<file path="src/rtl/core/mtep_pkg.sv">
package mtep_pkg;

  localparam int unsigned MAX_DELTA_BYTES = 4;
  localparam int unsigned QUEUE_DEPTH = 4;
  localparam int unsigned QPTR_W = $clog2(QUEUE_DEPTH);
  localparam int unsigned BPM_W = 26;
  localparam logic [BPM_W-1:0] TEMPO_DIVIDEND = 26'd60000000;

  localparam logic [7:0] META_TEXT = 8'h01;
  localparam logic [7:0] META_NAME = 8'h03;
  localparam logic [7:0] META_END = 8'h2f;
  localparam logic [7:0] META_TEMPO = 8'h51;
  localparam logic [7:0] META_TSIG = 8'h58;

  typedef enum logic [3:0] {
    KIND_HEADER = 4'd0,
    KIND_DELTA = 4'd1,
    KIND_STRAY = 4'd2,
    KIND_NOTE_OFF = 4'd3,
    KIND_NOTE_ON = 4'd4,
    KIND_CONTROL = 4'd5,
    KIND_PROGRAM = 4'd6,
    KIND_TEXT = 4'd7,
    KIND_NAME = 4'd8,
    KIND_END = 4'd9,
    KIND_TEMPO = 4'd10,
    KIND_TSIG = 4'd11,
    KIND_META_UNK = 4'd12,
    KIND_STATUS_UNK = 4'd13
  } kind_e;

  typedef enum logic [1:0] {
    ERR_NONE = 2'd0,
    ERR_TEMPO_ZERO = 2'd1,
    ERR_DELTA_LONG = 2'd2
  } err_e;

  typedef enum logic [2:0] {
    PH_HEADER, PH_DELTA, PH_STATUS, PH_DATA1, PH_DATA2, PH_MTYPE, PH_MLEN, PH_MBODY
  } phase_e;

  typedef enum logic [1:0] {
    BK_IDLE, BK_DIV, BK_WAIT
  } back_e;

  typedef struct packed {
    logic [7:0] data_byte;
    logic       track_start;
  } in_t;

  typedef struct packed {
    logic [3:0]  event_kind;
    logic [3:0]  channel;
    logic [31:0] value_a;
    logic [7:0]  value_b;
    logic [8:0]  byte_count;
    logic [25:0] tempo_bpm;
    logic [7:0]  sig_numerator;
    logic [15:0] sig_denominator;
    logic [7:0]  meta_length;
    logic [1:0]  error_code;
    logic [31:0] start_offset;
  } out_t;

  // Queue entry: a classified unit with the raw tempo still to be divided.
  typedef struct packed {
    logic [3:0]  event_kind;
    logic [3:0]  channel;
    logic [31:0] value_a;
    logic [7:0]  value_b;
    logic [8:0]  byte_count;
    logic [23:0] tempo_micros;
    logic [7:0]  sig_numerator;
    logic [15:0] sig_denominator;
    logic [7:0]  meta_length;
    logic [1:0]  error_code;
    logic [31:0] start_offset;
  } evt_t;

endpackage

</file>
<file path="src/rtl/core/mtep_front.sv">
module mtep_front (
  input  logic          clk_i,
  input  logic          rst_ni,
  input  logic          accept_i,
  input  mtep_pkg::in_t in_i,
  output logic          push_o,
  output mtep_pkg::evt_t evt_o
);
  import mtep_pkg::*;

  phase_e      ph_q, ph_d, ph_c;
  logic [8:0]  sub_q, sub_d, sub_c;
  logic [31:0] acc_q, acc_d, acc_c;
  logic [7:0]  st_q, st_d, st_c;
  logic [7:0]  fd_q, fd_d, fd_c;
  logic [7:0]  mt_q, mt_d, mt_c;
  logic [7:0]  ml_q, ml_d, ml_c;
  logic [23:0] us_q, us_d, us_c;
  logic [7:0]  num_q, num_d, num_c;
  logic [7:0]  exp_q, exp_d, exp_c;
  logic [31:0] off_q, off_d, off_c;
  logic [31:0] ust_q, ust_d, ust_c;
  logic        fin_q, fin_d, fin_c;
  logic [7:0]  b;
  logic        res;
  logic        meta_done;
  evt_t        e;
  logic [8:0]  sub_inc;

  always_comb begin
    b = in_i.data_byte;
    // A track start clears everything before the byte is taken.
    ph_c = in_i.track_start ? PH_HEADER : ph_q;
    sub_c = in_i.track_start ? '0 : sub_q;
    acc_c = in_i.track_start ? '0 : acc_q;
    st_c = in_i.track_start ? '0 : st_q;
    fd_c = in_i.track_start ? '0 : fd_q;
    mt_c = in_i.track_start ? '0 : mt_q;
    ml_c = in_i.track_start ? '0 : ml_q;
    us_c = in_i.track_start ? '0 : us_q;
    num_c = in_i.track_start ? '0 : num_q;
    exp_c = in_i.track_start ? '0 : exp_q;
    off_c = in_i.track_start ? '0 : off_q;
    ust_c = in_i.track_start ? '0 : ust_q;
    fin_c = in_i.track_start ? 1'b0 : fin_q;

    ph_d = ph_c; sub_d = sub_c; acc_d = acc_c; st_d = st_c; fd_d = fd_c;
    mt_d = mt_c; ml_d = ml_c; us_d = us_c; num_d = num_c; exp_d = exp_c;
    ust_d = ust_c; fin_d = fin_c;
    off_d = off_c + 32'd1;
    sub_inc = sub_c + 9'd1;
    res = 1'b0;
    meta_done = 1'b0;
    e = '0;

    if (!fin_c) begin
      case (ph_c)
        PH_HEADER: begin
          if (sub_c == '0) begin
            ust_d = off_c;
            acc_d = '0;
          end
          if (sub_c >= 9'd4) acc_d = {acc_d[23:0], b};
          sub_d = sub_inc;
          if (sub_inc >= 9'd8) begin
            res = 1'b1;
            e.event_kind = KIND_HEADER;
            e.value_a = acc_d;
            e.byte_count = 9'd8;
            ph_d = PH_DELTA;
            sub_d = '0;
          end
        end
        PH_DELTA: begin
          if (sub_c == '0) begin
            ust_d = off_c;
            acc_d = '0;
          end
          acc_d = {acc_d[24:0], b[6:0]};
          sub_d = sub_inc;
          if (!b[7] || sub_inc >= 9'(MAX_DELTA_BYTES)) begin
            res = 1'b1;
            e.event_kind = KIND_DELTA;
            e.value_a = acc_d;
            e.byte_count = sub_inc;
            e.error_code = b[7] ? ERR_DELTA_LONG : ERR_NONE;
            ph_d = PH_STATUS;
            sub_d = '0;
          end
        end
        PH_STATUS: begin
          ust_d = off_c;
          if (!b[7]) begin
            res = 1'b1;
            e.event_kind = KIND_STRAY;
            e.value_a = {24'd0, b};
            e.byte_count = 9'd1;
          end else if (b <= 8'hdf) begin
            st_d = b;
            ph_d = PH_DATA1;
          end else if (b == 8'hff) begin
            st_d = b;
            us_d = '0;
            num_d = '0;
            exp_d = '0;
            ph_d = PH_MTYPE;
          end else begin
            res = 1'b1;
            e.event_kind = KIND_STATUS_UNK;
            e.value_a = {24'd0, b};
            e.byte_count = 9'd1;
            ph_d = PH_DELTA;
            sub_d = '0;
          end
        end
        PH_DATA1: begin
          if (st_c >= 8'hc0) begin
            res = 1'b1;
            e.event_kind = KIND_PROGRAM;
            e.channel = st_c[3:0];
            e.value_a = {24'd0, b};
            e.byte_count = 9'd2;
            ph_d = PH_DELTA;
            sub_d = '0;
          end else begin
            fd_d = b;
            ph_d = PH_DATA2;
          end
        end
        PH_DATA2: begin
          res = 1'b1;
          if (st_c >= 8'hb0) e.event_kind = KIND_CONTROL;
          else if (st_c[7:4] == 4'h9) e.event_kind = KIND_NOTE_ON;
          else e.event_kind = KIND_NOTE_OFF;
          e.channel = st_c[3:0];
          e.value_a = {24'd0, fd_c};
          e.value_b = b;
          e.byte_count = 9'd3;
          ph_d = PH_DELTA;
          sub_d = '0;
        end
        PH_MTYPE: begin
          mt_d = b;
          ph_d = PH_MLEN;
        end
        PH_MLEN: begin
          ml_d = b;
          sub_d = '0;
          if (b == '0) meta_done = 1'b1;
          else ph_d = PH_MBODY;
        end
        PH_MBODY: begin
          if (sub_c == 9'd0) begin
            us_d[23:16] = us_c[23:16] | b;
            num_d = b;
          end else if (sub_c == 9'd1) begin
            us_d[15:8] = us_c[15:8] | b;
            exp_d = b;
          end else if (sub_c == 9'd2) begin
            us_d[7:0] = us_c[7:0] | b;
          end
          sub_d = sub_inc;
          if (sub_inc >= {1'b0, ml_c}) meta_done = 1'b1;
        end
        default: begin
          ph_d = PH_DELTA;
          sub_d = '0;
        end
      endcase

      if (meta_done) begin
        res = 1'b1;
        e.value_a = {24'd0, mt_d};
        e.byte_count = 9'd3 + {1'b0, ml_d};
        e.meta_length = ml_d;
        if (mt_d == META_TEXT) e.event_kind = KIND_TEXT;
        else if (mt_d == META_NAME) e.event_kind = KIND_NAME;
        else if (mt_d == META_END) begin
          e.event_kind = KIND_END;
          fin_d = 1'b1;
        end else if (mt_d == META_TEMPO) begin
          e.event_kind = KIND_TEMPO;
          e.tempo_micros = us_d;
          e.error_code = (us_d == '0) ? ERR_TEMPO_ZERO : ERR_NONE;
        end else if (mt_d == META_TSIG) begin
          e.event_kind = KIND_TSIG;
          e.sig_numerator = num_d;
          e.sig_denominator = 16'd1 << ((exp_d > 8'd15) ? 4'd15 : exp_d[3:0]);
        end else e.event_kind = KIND_META_UNK;
        ph_d = PH_DELTA;
        sub_d = '0;
      end
    end
    e.start_offset = ust_d;
  end

  assign push_o = accept_i && res;
  assign evt_o = e;

  always_ff @(posedge clk_i or negedge rst_ni) begin
    if (!rst_ni) begin
      ph_q <= PH_HEADER; sub_q <= '0; acc_q <= '0; st_q <= '0; fd_q <= '0;
      mt_q <= '0; ml_q <= '0; us_q <= '0; num_q <= '0; exp_q <= '0;
      off_q <= '0; ust_q <= '0; fin_q <= 1'b0;
    end else if (accept_i) begin
      ph_q <= ph_d; sub_q <= sub_d; acc_q <= acc_d; st_q <= st_d; fd_q <= fd_d;
      mt_q <= mt_d; ml_q <= ml_d; us_q <= us_d; num_q <= num_d; exp_q <= exp_d;
      off_q <= off_d; ust_q <= ust_d; fin_q <= fin_d;
    end
  end

endmodule

</file>
<file path="src/rtl/core/mtep_fifo.sv">
module mtep_fifo (
  input  logic           clk_i,
  input  logic           rst_ni,
  input  logic           push_i,
  input  mtep_pkg::evt_t data_i,
  input  logic           pop_i,
  output mtep_pkg::evt_t data_o,
  output logic           full_o,
  output logic           empty_o
);
  import mtep_pkg::*;

  evt_t              mem_q [QUEUE_DEPTH];
  logic [QPTR_W-1:0] wp_q, rp_q;
  logic [QPTR_W:0]   cnt_q;

  assign full_o = (cnt_q == (QPTR_W+1)'(QUEUE_DEPTH));
  assign empty_o = (cnt_q == '0);
  assign data_o = mem_q[rp_q];

  always_ff @(posedge clk_i) begin
    if (push_i) mem_q[wp_q] <= data_i;
  end

  always_ff @(posedge clk_i or negedge rst_ni) begin
    if (!rst_ni) begin
      wp_q <= '0;
      rp_q <= '0;
      cnt_q <= '0;
    end else begin
      if (push_i) wp_q <= wp_q + 1'b1;
      if (pop_i) rp_q <= rp_q + 1'b1;
      cnt_q <= cnt_q + (QPTR_W+1)'(push_i) - (QPTR_W+1)'(pop_i);
    end
  end

  a_no_overflow: assert property (@(posedge clk_i) disable iff (!rst_ni)
    push_i |-> !full_o) else $error("queue push while full");
  a_no_underflow: assert property (@(posedge clk_i) disable iff (!rst_ni)
    pop_i |-> !empty_o) else $error("queue pop while empty");
  a_count_range: assert property (@(posedge clk_i) disable iff (!rst_ni)
    cnt_q <= (QPTR_W+1)'(QUEUE_DEPTH)) else $error("queue count out of range");

endmodule

</file>
<file path="src/rtl/core/mtep_back.sv">
module mtep_back (
  input  logic           clk_i,
  input  logic           rst_ni,
  input  mtep_pkg::evt_t evt_i,
  input  logic           empty_i,
  output logic           pop_o,
  output logic           out_valid_o,
  input  logic           out_stall_i,
  output mtep_pkg::out_t out_data_o
);
  import mtep_pkg::*;

  back_e       st_q, st_d;
  evt_t        hold_q, hold_d;
  logic [23:0] rem_q, rem_d;
  logic [BPM_W-1:0] quo_q, quo_d;
  logic [4:0]  cnt_q, cnt_d;
  logic        ov_q, ov_d;
  out_t        od_q, od_d;
  logic        slot_free;
  logic        need_div;
  logic [24:0] trial;
  logic        ge;

  function automatic out_t to_out(evt_t e, logic [BPM_W-1:0] bpm);
    out_t o;
    o.event_kind = e.event_kind;
    o.channel = e.channel;
    o.value_a = e.value_a;
    o.value_b = e.value_b;
    o.byte_count = e.byte_count;
    o.tempo_bpm = bpm;
    o.sig_numerator = e.sig_numerator;
    o.sig_denominator = e.sig_denominator;
    o.meta_length = e.meta_length;
    o.error_code = e.error_code;
    o.start_offset = e.start_offset;
    return o;
  endfunction

  assign slot_free = !ov_q || !out_stall_i;
  assign need_div = (evt_i.event_kind == KIND_TEMPO) && (evt_i.error_code == ERR_NONE);
  // One quotient bit per cycle, most significant first.
  assign trial = {rem_q, TEMPO_DIVIDEND[5'(BPM_W-1) - cnt_q]};
  assign ge = trial >= {1'b0, hold_q.tempo_micros};

  always_comb begin
    st_d = st_q; hold_d = hold_q; rem_d = rem_q; quo_d = quo_q; cnt_d = cnt_q;
    ov_d = ov_q && out_stall_i;
    od_d = od_q;
    pop_o = 1'b0;
    case (st_q)
      BK_IDLE: begin
        if (!empty_i && slot_free) begin
          pop_o = 1'b1;
          if (need_div) begin
            hold_d = evt_i;
            rem_d = '0;
            quo_d = '0;
            cnt_d = '0;
            st_d = BK_DIV;
          end else begin
            od_d = to_out(evt_i, '0);
            ov_d = 1'b1;
          end
        end
      end
      BK_DIV: begin
        rem_d = ge ? 24'(trial - {1'b0, hold_q.tempo_micros}) : trial[23:0];
        quo_d = {quo_q[BPM_W-2:0], ge};
        cnt_d = cnt_q + 5'd1;
        if (cnt_q == 5'(BPM_W-1)) st_d = BK_WAIT;
      end
      BK_WAIT: begin
        if (slot_free) begin
          od_d = to_out(hold_q, quo_q);
          ov_d = 1'b1;
          st_d = BK_IDLE;
        end
      end
      default: st_d = BK_IDLE;
    endcase
  end

  always_ff @(posedge clk_i or negedge rst_ni) begin
    if (!rst_ni) begin
      st_q <= BK_IDLE;
      ov_q <= 1'b0;
      cnt_q <= '0;
    end else begin
      st_q <= st_d;
      ov_q <= ov_d;
      cnt_q <= cnt_d;
    end
  end

  always_ff @(posedge clk_i) begin
    hold_q <= hold_d;
    rem_q <= rem_d;
    quo_q <= quo_d;
    od_q <= od_d;
  end

  assign out_valid_o = ov_q;
  assign out_data_o = od_q;

  a_pop_idle: assert property (@(posedge clk_i) disable iff (!rst_ni)
    pop_o |-> st_q == BK_IDLE) else $error("pop outside idle");
  a_div_end: assert property (@(posedge clk_i) disable iff (!rst_ni)
    (st_q == BK_DIV && cnt_q == 5'(BPM_W-1)) |=> st_q == BK_WAIT)
    else $error("divider did not finish");
  a_hold_out: assert property (@(posedge clk_i) disable iff (!rst_ni)
    (ov_q && out_stall_i) |=> ov_q) else $error("result dropped under stall");

endmodule

</file>
<file path="src/rtl/core/midi_track_event_parser_unit.sv">
// MIDI track event parser.
// Input channel: one track byte per request on in_valid_i/in_data_i; an item
// is taken when in_valid_i is high and in_stall_o is low. track_start set on
// a byte restarts the parser at the chunk header with the offset cleared.
// Output channel: one record per finished unit (header, delta, event, meta)
// on out_valid_o/out_data_o, taken when out_stall_i is low.
// The front classifier pushes finished units into a four-entry queue and
// takes one byte per cycle while that queue is not full. The back end drains
// the queue into an output register: an ordinary unit is popped from the
// queue head and loaded there when the register is free or being taken.
// A tempo event with a nonzero value runs a bit-serial divider, and the
// back end pops nothing until it is done; the queue keeps the front going
// meanwhile and in_stall_o rises only when the queue is full.
// A stalled result holds in the output register; new results queue behind.
// Reset clears the parser to the header phase, empties the queue and drops
// any pending result.
module midi_track_event_parser_unit (
  input  logic           clk_i,
  input  logic           rst_ni,
  input  logic           in_valid_i,
  output logic           in_stall_o,
  input  mtep_pkg::in_t  in_data_i,
  output logic           out_valid_o,
  input  logic           out_stall_i,
  output mtep_pkg::out_t out_data_o
);
  import mtep_pkg::*;

  logic accept, push, pop, full, empty;
  evt_t evt_push, evt_head;

  assign in_stall_o = full;
  assign accept = in_valid_i && !full;

  mtep_front u_front (
    .clk_i, .rst_ni, .accept_i(accept), .in_i(in_data_i),
    .push_o(push), .evt_o(evt_push)
  );

  mtep_fifo u_fifo (
    .clk_i, .rst_ni, .push_i(push), .data_i(evt_push), .pop_i(pop),
    .data_o(evt_head), .full_o(full), .empty_o(empty)
  );

  mtep_back u_back (
    .clk_i, .rst_ni, .evt_i(evt_head), .empty_i(empty), .pop_o(pop),
    .out_valid_o, .out_stall_i, .out_data_o
  );

endmodule
</file>
<file path="config.mk">
export PLATFORM = sky130hd
export DESIGN_NAME = midi_track_event_parser_unit
export DESIGN_NICKNAME = d
export VERILOG_FILES = /design/src/rtl/core/mtep_pkg.sv /design/src/rtl/core/mtep_front.sv /design/src/rtl/core/mtep_fifo.sv /design/src/rtl/core/mtep_back.sv /design/src/rtl/core/midi_track_event_parser_unit.sv
export SDC_FILE = /design/constraint.sdc
export NUM_CORES = 2
export LEC_CHECK = 0
export BUFFER_PORTS_ARGS = -buffer_cell sky130_fd_sc_hd__buf_2
export CORE_ASPECT_RATIO = 1.25
export CORE_UTILIZATION = 49
export DETAILED_ROUTE_END_ITERATION = 8
export HOLD_SLACK_MARGIN = 0.12
export PLACE_DENSITY = 0.71
export SLEW_MARGIN = 10
export SYNTH_ARGS = -nofsm -noshare
export SYNTH_HDL_FRONTEND = slang
export SYNTH_SLANG_ARGS = --single-unit
</file>
<file path="constraint.sdc">
create_clock -name clk_i -period 22 [get_ports clk_i]
set_input_delay 1.1 -clock clk_i [delete_from_list [all_inputs] [get_ports clk_i]]
set_output_delay 1.1 -clock clk_i [all_outputs]
set_load 0.01 [all_outputs]
</file>
Yosys cells after proc, flatten, opt, wreduce, memory -nomap -nowiden

Memories as Yosys holds them, arrays and structs flattened.
Cells that the tools add are included.

Register bits after elaboration: 542
Memories: 2
ROM bits: 32
Input bits: 13
Logic and storage cells: 293
Output and inout port bits: 151
RAM bits: 588

Memories:

| memory          | depth | bits a word | rd ports | clocked after memory_dff | write ports | RTL line        | RTL |
|---|---|---|---|---|---|---|---|
| u_fifo.mem_q    | 4     | 147         | 1        | 0                        | 1           | mtep_fifo.sv:13 | `evt_t mem_q [QUEUE_DEPTH];` |
| (no name shown) | 32    | 1           | 1        | 0                        | 0           | mtep_back.sv:44 | `assign trial = {rem_q, TEMPO_DIVIDEND[5'(BPM_W-1) - cnt_q]};` |

Eq/ne operators: 26
$lt $le $gt $ge: 10
Reductions and logical operators: 27
Shifts and indexed selects: 1
Bitwise operators: 3
Muxes and demuxes: 171
$add $sub $neg: 10

Operator list:

| operator                                                         | number |
|---|---|
| 149-bit two-way mux                                              | 3 |
| 32-bit two-way mux                                               | 13 |
| 8-bit two-way mux                                                | 38 |
| 149-bit case mux with 2 select lines                             | 1 |
| 24-bit two-way mux                                               | 12 |
| 32-bit case mux with 5 select lines                              | 1 |
| 48-bit two-way mux                                               | 3 |
| 32-bit case mux with 2 select lines                              | 2 |
| 115-bit two-way mux                                              | 1 |
| 9-bit two-way mux                                                | 12 |
| 24-bit case mux with 2 select lines                              | 2 |
| 67-bit two-way mux                                               | 1 |
| 9-bit case mux with 6 select lines                               | 1 |
| 26-bit two-way mux                                               | 2 |
| 26-bit case mux with 2 select lines                              | 1 |
| 9-bit case mux with 5 select lines                               | 1 |
| 4-bit two-way mux                                                | 10 |
| 3-bit two-way mux                                                | 13 |
| 39-bit two-way mux                                               | 1 |
| 32-bit by 1-bit adder with 32-bit output (second input constant) | 1 |
| 8-bit case mux with 2 select lines                               | 2 |
| 1-bit two-way mux                                                | 28 |
| 25-bit by 24-bit >= comparator with 1-bit output                 | 1 |
| 24-bit zero test                                                 | 1 |
| 54 further kinds                                                 | 97 |

Depth between registers and ports, before layout

Depth in word-level cells: 16
Mapped depth: 21
Gate-level depth less buffers: 17

By module

A second synthesis with hierarchy kept.

Cell total of the unflattened synthesis: 3466
Area, all modules: 48202.5 µm²

By module, submodules not included:

| module                       | instances | cells an instance | sequential area each (µm²) | area an instance (µm²) |
|---|---|---|---|---|
| mtep_fifo                    | 1         | 802               | 17832.1                    | 21604.5 |
| mtep_back                    | 1         | 1127              | 10590.2                    | 14532.7 |
| mtep_front                   | 1         | 1536              | 4529.3                     | 12051.6 |
| midi_track_event_parser_unit | 1         | 1                 | 0.0                        | 13.8 |

Least setup slack after synthesis

OpenSTA, ideal clock, no wires.

Kind: reg-to-reg
Start point: register u_fifo.rp_q[0]
End point: register u_back.hold_q[0] in the netlist's numbering (enable)
Data required time: 20.974 ns
Library setup time: 1.026 ns
Path buffers: 2
Path slack: 5.279 ns
Arrival: 15.695 ns
Stages on the path, launching flop included: 7
Period minus slack after synthesis: 16.721 ns
Cells stage by stage: dfrtp_1 > clkbuf_1 > buf_2 > mux4_2 > nor2_1 > nand3_1 > nor4_1

RTL lines:

| element                | RTL line        | RTL |
|---|---|---|
| start, declared        | mtep_fifo.sv:14 | `logic [QPTR_W-1:0] wp_q, rp_q;` |
| start signal, assigned | mtep_fifo.sv:32 | `if (pop_i) rp_q <= rp_q + 1'b1;` |
| end signal, assigned   | mtep_back.sv:98 | `hold_q <= hold_d;` |
| end, declared          | mtep_back.sv:14 | `evt_t hold_q, hold_d;` |

Worst setup path after layout

Start point: input in_data_i[0] in the netlist's numbering
End point: register u_fifo.cnt_q[2]

Cells in the longest elaborated chain, start to end: 11
Elaborated cells between the ends (all ways): 30
Classes of those cells: add/sub: 3; order compare: 4; eq/ne: 6; mux: 14; reduce/logical: 3

Ends and longest elaborated chain:

| element                                                                                                                 | RTL line                            | RTL |
|---|---|---|
| start, declared                                                                                                         | midi_track_event_parser_unit.sv:22  | `input mtep_pkg::in_t in_data_i,` |
| 9-bit two-way mux                                                                                                       | mtep_front.sv:34                    | `sub_c = in_i.track_start ? '0 : sub_q;` |
| 9-bit by 1-bit adder with 9-bit output                                                                                  | mtep_front.sv:51                    | `sub_inc = sub_c + 9'd1;` |
| 9-bit by 3-bit >= comparator with 1-bit output / 9-bit by 8-bit >= comparator with 1-bit output (equally long branches) | mtep_front.sv:81, mtep_front.sv:163 |  |
| 1-bit logical OR / 1-bit two-way mux (equally long branches)                                                            | mtep_front.sv:81, mtep_front.sv:163 |  |
| 1-bit two-way mux / 1-bit case mux with 2 select lines (equally long branches)                                          | mtep_front.sv:81, mtep_front.sv:57  |  |
| 1-bit case mux with 5 select lines / 1-bit two-way mux (equally long branches)                                          | mtep_front.sv:57, mtep_front.sv:56  |  |
| 1-bit two-way mux                                                                                                       | mtep_front.sv:171                   | `if (meta_done) begin` |
| 1-bit two-way mux (*)                                                                                                   | mtep_front.sv:56                    | `if (!fin_c) begin` |
| 1-bit logical AND (*)                                                                                                   | mtep_front.sv:197                   | `assign push_o = accept_i && res;` |
| 3-bit by 1-bit adder with 3-bit output (*)                                                                              | mtep_fifo.sv:33                     | `cnt_q <= cnt_q + (QPTR_W+1)'(push_i) - (QPTR_W+1)'(pop_i);` |
| 3-bit by 1-bit subtractor with 3-bit output (*)                                                                         | mtep_fifo.sv:33                     |  |
| end signal, assigned                                                                                                    | mtep_fifo.sv:33                     |  |
| end, declared                                                                                                           | mtep_fifo.sv:15                     | `logic [QPTR_W:0] cnt_q;` |

Mark *: on every way between the ends. The rest lies on a longest branch, timed or not. The select of a mux whose other input is x is not followed.
A chain may end at the register's enable or synchronous reset.

==> out/results.ini <==
[timing]
timing.final.ws_setup_ps=16550
setup_viol=0
whs_ps=374.9
worst_pin_slew_ps=1108
finalHoldViolCount=0
fin_crit_ps=5446
slew_violations=0
tns_ps=0
fmax_ghz=0.1836
fin_crit_sh_pct=24.75
fin_worst_skew_ps=34.37
rsz0062_at_grt=no
slew-limit-headroom_pct=26.15

[setup_path]
max_stage_delay_ps=630
end_kind=register
path_buf_inv=7
worstPathArrival_ps=6060
regToRegSetupSlack_ps=17240
crit_chain=buf_2 -> buf_4 -> buf_4 -> nand2b_1 -> inv_1 -> ha_1 -> nand2b_1 -> a21o_1 -> a211o_1 -> a21oi_1 -> o31ai_2 -> buf_4 -> or2_2 -> o21ai_0 -> ha_1 -> inv_1 -> ha_1 -> inv_1 -> fa_1 -> xnor2_1 -> xnor2_1
startpoint=in_data_i[0]
r2r_start=u_front.sub_q[1]
crit_path_top_delay_cell=buf_4
worstPathMaxFanout=64
start_kind=input pin
critical_path.endpoint=u_fifo.cnt_q[2]
worstPathRequired_ps=22620
cp_num_cells=21
crit_family=buffers and inverters
crit_type=input pin to register
timing.rr.end=u_fifo.mem_q[1][51]
reg2regPathDepth=11

[cts]
htreeDepth=3
clockBufferDepth=3
cts_inserted_buffers=104
root_buffer=clkbuf_16
hold_buffers=0
cts_setup_buffers=0
clock_latency_ps=710
cts_sinks=1130
cts_resized=0
clkSlewWorstSetupHoldPaths_ps=70
cts_tree=done

[global_route]
first_global_vias=28450
grt-ovfl-total=0
grt_pass1_wl_mm=171.7
gr-usage-all-layers_pct=22.84
antenna_found_initial=5
grt_max_degree=82

[placement]
io_buffers=163
dp_cells=4745
place_ws_ps=15880
postPlaceCellArea_um2=49920
hpwl_mm=71.11
gp_congestion=0.9122

[logic_synthesis]
synth_edf_count=934
synth.largest_area_cell=edfxtp_1
syn_area_per_cell_um2=13.89
synth.distinct_cells=83
synthesis.nets=3495
async_reset_ff_share_pct=17.35
ys_top_cells_by_area=edfxtp_1 (59%), dfrtp_1 (10%), mux4_2 (6.9%)
synth_top_area_share_pct=58.76
post_synth_inst_count=3436
ys_seq_elements=1130
syn-cell-area_um2=47730
ys_warn_count=0
ys.flop_type=edfxtp_1
ys_seq_area_share_pct=69.03

[route]
drtIter0Drc=3047
via_per_inst=5.867
first_pass_iters=6
route.detailed.drc=0
routed_wl_mm=111.7
vias=29000
wl_per_cell_um=22.59
antenna_left=0

[floorplanning]
core_area_um2=96290
num_rows=127
die_h_um=351.0
die_w_um=281.2
start_util_pct=49.57
die_area_um2=98680
pin_count=164

[final_layout]
stdcell_area_um2=53440
fin_cells=4943
fillers=7682
drive_above_1_share_pct=16.68
syn_to_final_growth_pct=11.95
nets=3620

[power]
vdd.ir_drop.worst_v=0.00006715
leakage_nw=19.82
p_per_area_nw_per_um2=119.5

[worst_hold_path]
min_path_type=input pin to asynchronous set/reset pin

[run]
maxCapViolations=0

[status]
status=completed

-- where the power goes --
group          internal, W  switching (W)
sequential         0.00276       0.000173
combinational     0.000591        0.00102
clock              0.00104       0.000805
-- flip-flops by register name (all words and copies together), names as in the netlist, 3 cells and up --
signal             cells
u_back.quo_q          26
u_fifo.cnt_q           3
u_front.us_q          24
u_front.fd_q           8
u_front.sub_q          9
u_front.ml_q           8
u_front.ust_q         32
u_front.ph_q           3
u_back.hold_q        147
u_back.cnt_q           5
u_front.acc_q         32
u_back.out_data_o    149
u_front.mt_q           8
u_front.exp_q          8
u_back.rem_q          24
u_front.num_q          8
u_front.st_q           8
u_front.off_q         32
u_fifo.mem_q         588
-- metal layers --
layer / routed length (um) / global-route usage, % / part of all wire [%] / up-vias
li1: - / - / - / 13090
met1: 45160 / 30.71 / 40 / 14620
met2: 55720 / 38.10 / 50 / 1073
met3: 7344 / 3.128 / 6.6 / 210
met4: 3421 / 8.186 / 3.1 / 4
met5: 19 / 0 / 0.017 / -
-- cell usage in the layout, fill, tap and decap left out, drive strengths merged, types with 25 or more instances in the layout --
master / netlist / routed
clkinv: 0 / 37
a22o: 45 / 45
nand2: 685 / 685
nor4: 30 / 30
edfxtp: 934 / 934
mux4: 147 / 147
mux2: 28 / 28
nand3: 43 / 43
a21oi: 185 / 185
and2: 68 / 68
buf: 70 / 225
inv: 62 / 67
o21ai: 159 / 159
ha: 44 / 44
clkbuf: 137 / 139
o211ai: 32 / 32
nor2: 151 / 151
dfrtp: 196 / 196
nor3: 46 / 46
a22oi: 46 / 46
xnor2: 25 / 25
-- cell type report --
type	instances	area [um2]	area share, %
sequential	1130	32960	61.67
tap	1290	1614	3.020
inverter	62	232.7	0.4355
clock buffer	138	2833	5.301
multi-input combinational	2037	13820	25.86
timing repair buffer	226	1297	2.428
antenna	1	2.502	0.004683
clock inverter	59	679.4	1.271
-- Yosys cell counts (all sizes together) (10+ instances only) --
cell and count:
a21o 14, nor2b 17, o21ai 159, nor4 30, buf 70, o211ai 32, o21a 10, a22oi 46
a21oi 185, inv 62, o22ai 11, clkbuf 137, nand2b 17, xnor2 25, o31ai 14, dfrtp 196
and3 20, nor2 151, a31oi 21, nand3 43, mux2i 10, mux2 28, and2 68, nor3 46
ha 44, nand4 20, xor2 22, edfxtp 934, a22o 45, nand2 685, mux4 147, or2 12
-- how the worst min path moves through the flow --
stage | from | to | cells after the start
after floorplan | u_front.st_q[1] | u_front.st_q[1] | 2
after global placement | u_front.st_q[3] | u_front.st_q[3] | 2
after detailed placement | u_front.st_q[0] | u_front.st_q[0] | 2
after CTS | rst_ni | u_front.acc_q[16] | 1
after global routing | rst_ni | u_front.acc_q[16] | 1
final | rst_ni | u_front.acc_q[16] | 1
-- kinds of logic after synthesis --
logic type                 Yosys count  synth area share [%]
adders and majority gates           46                 1.237
AOI/OAI and AO/OA                  621                 8.307
and+or+nand+nor                   1138                 10.50
xor gates and xnor gates            47                0.8624
buffers and inverters              269                 2.254
muxes                              185                 7.806
DFF                               1130                 69.03
-- stage by stage --
step                total power (W)  utilization [%]
floorplan                  0.004074                -
global route               0.006691            55.50
CTS                        0.006442            55.49
global placement           0.004583            51.84
detailed placement         0.004600            51.84
finish                     0.006389            55.50
Power figures use the tool's default switching activity.
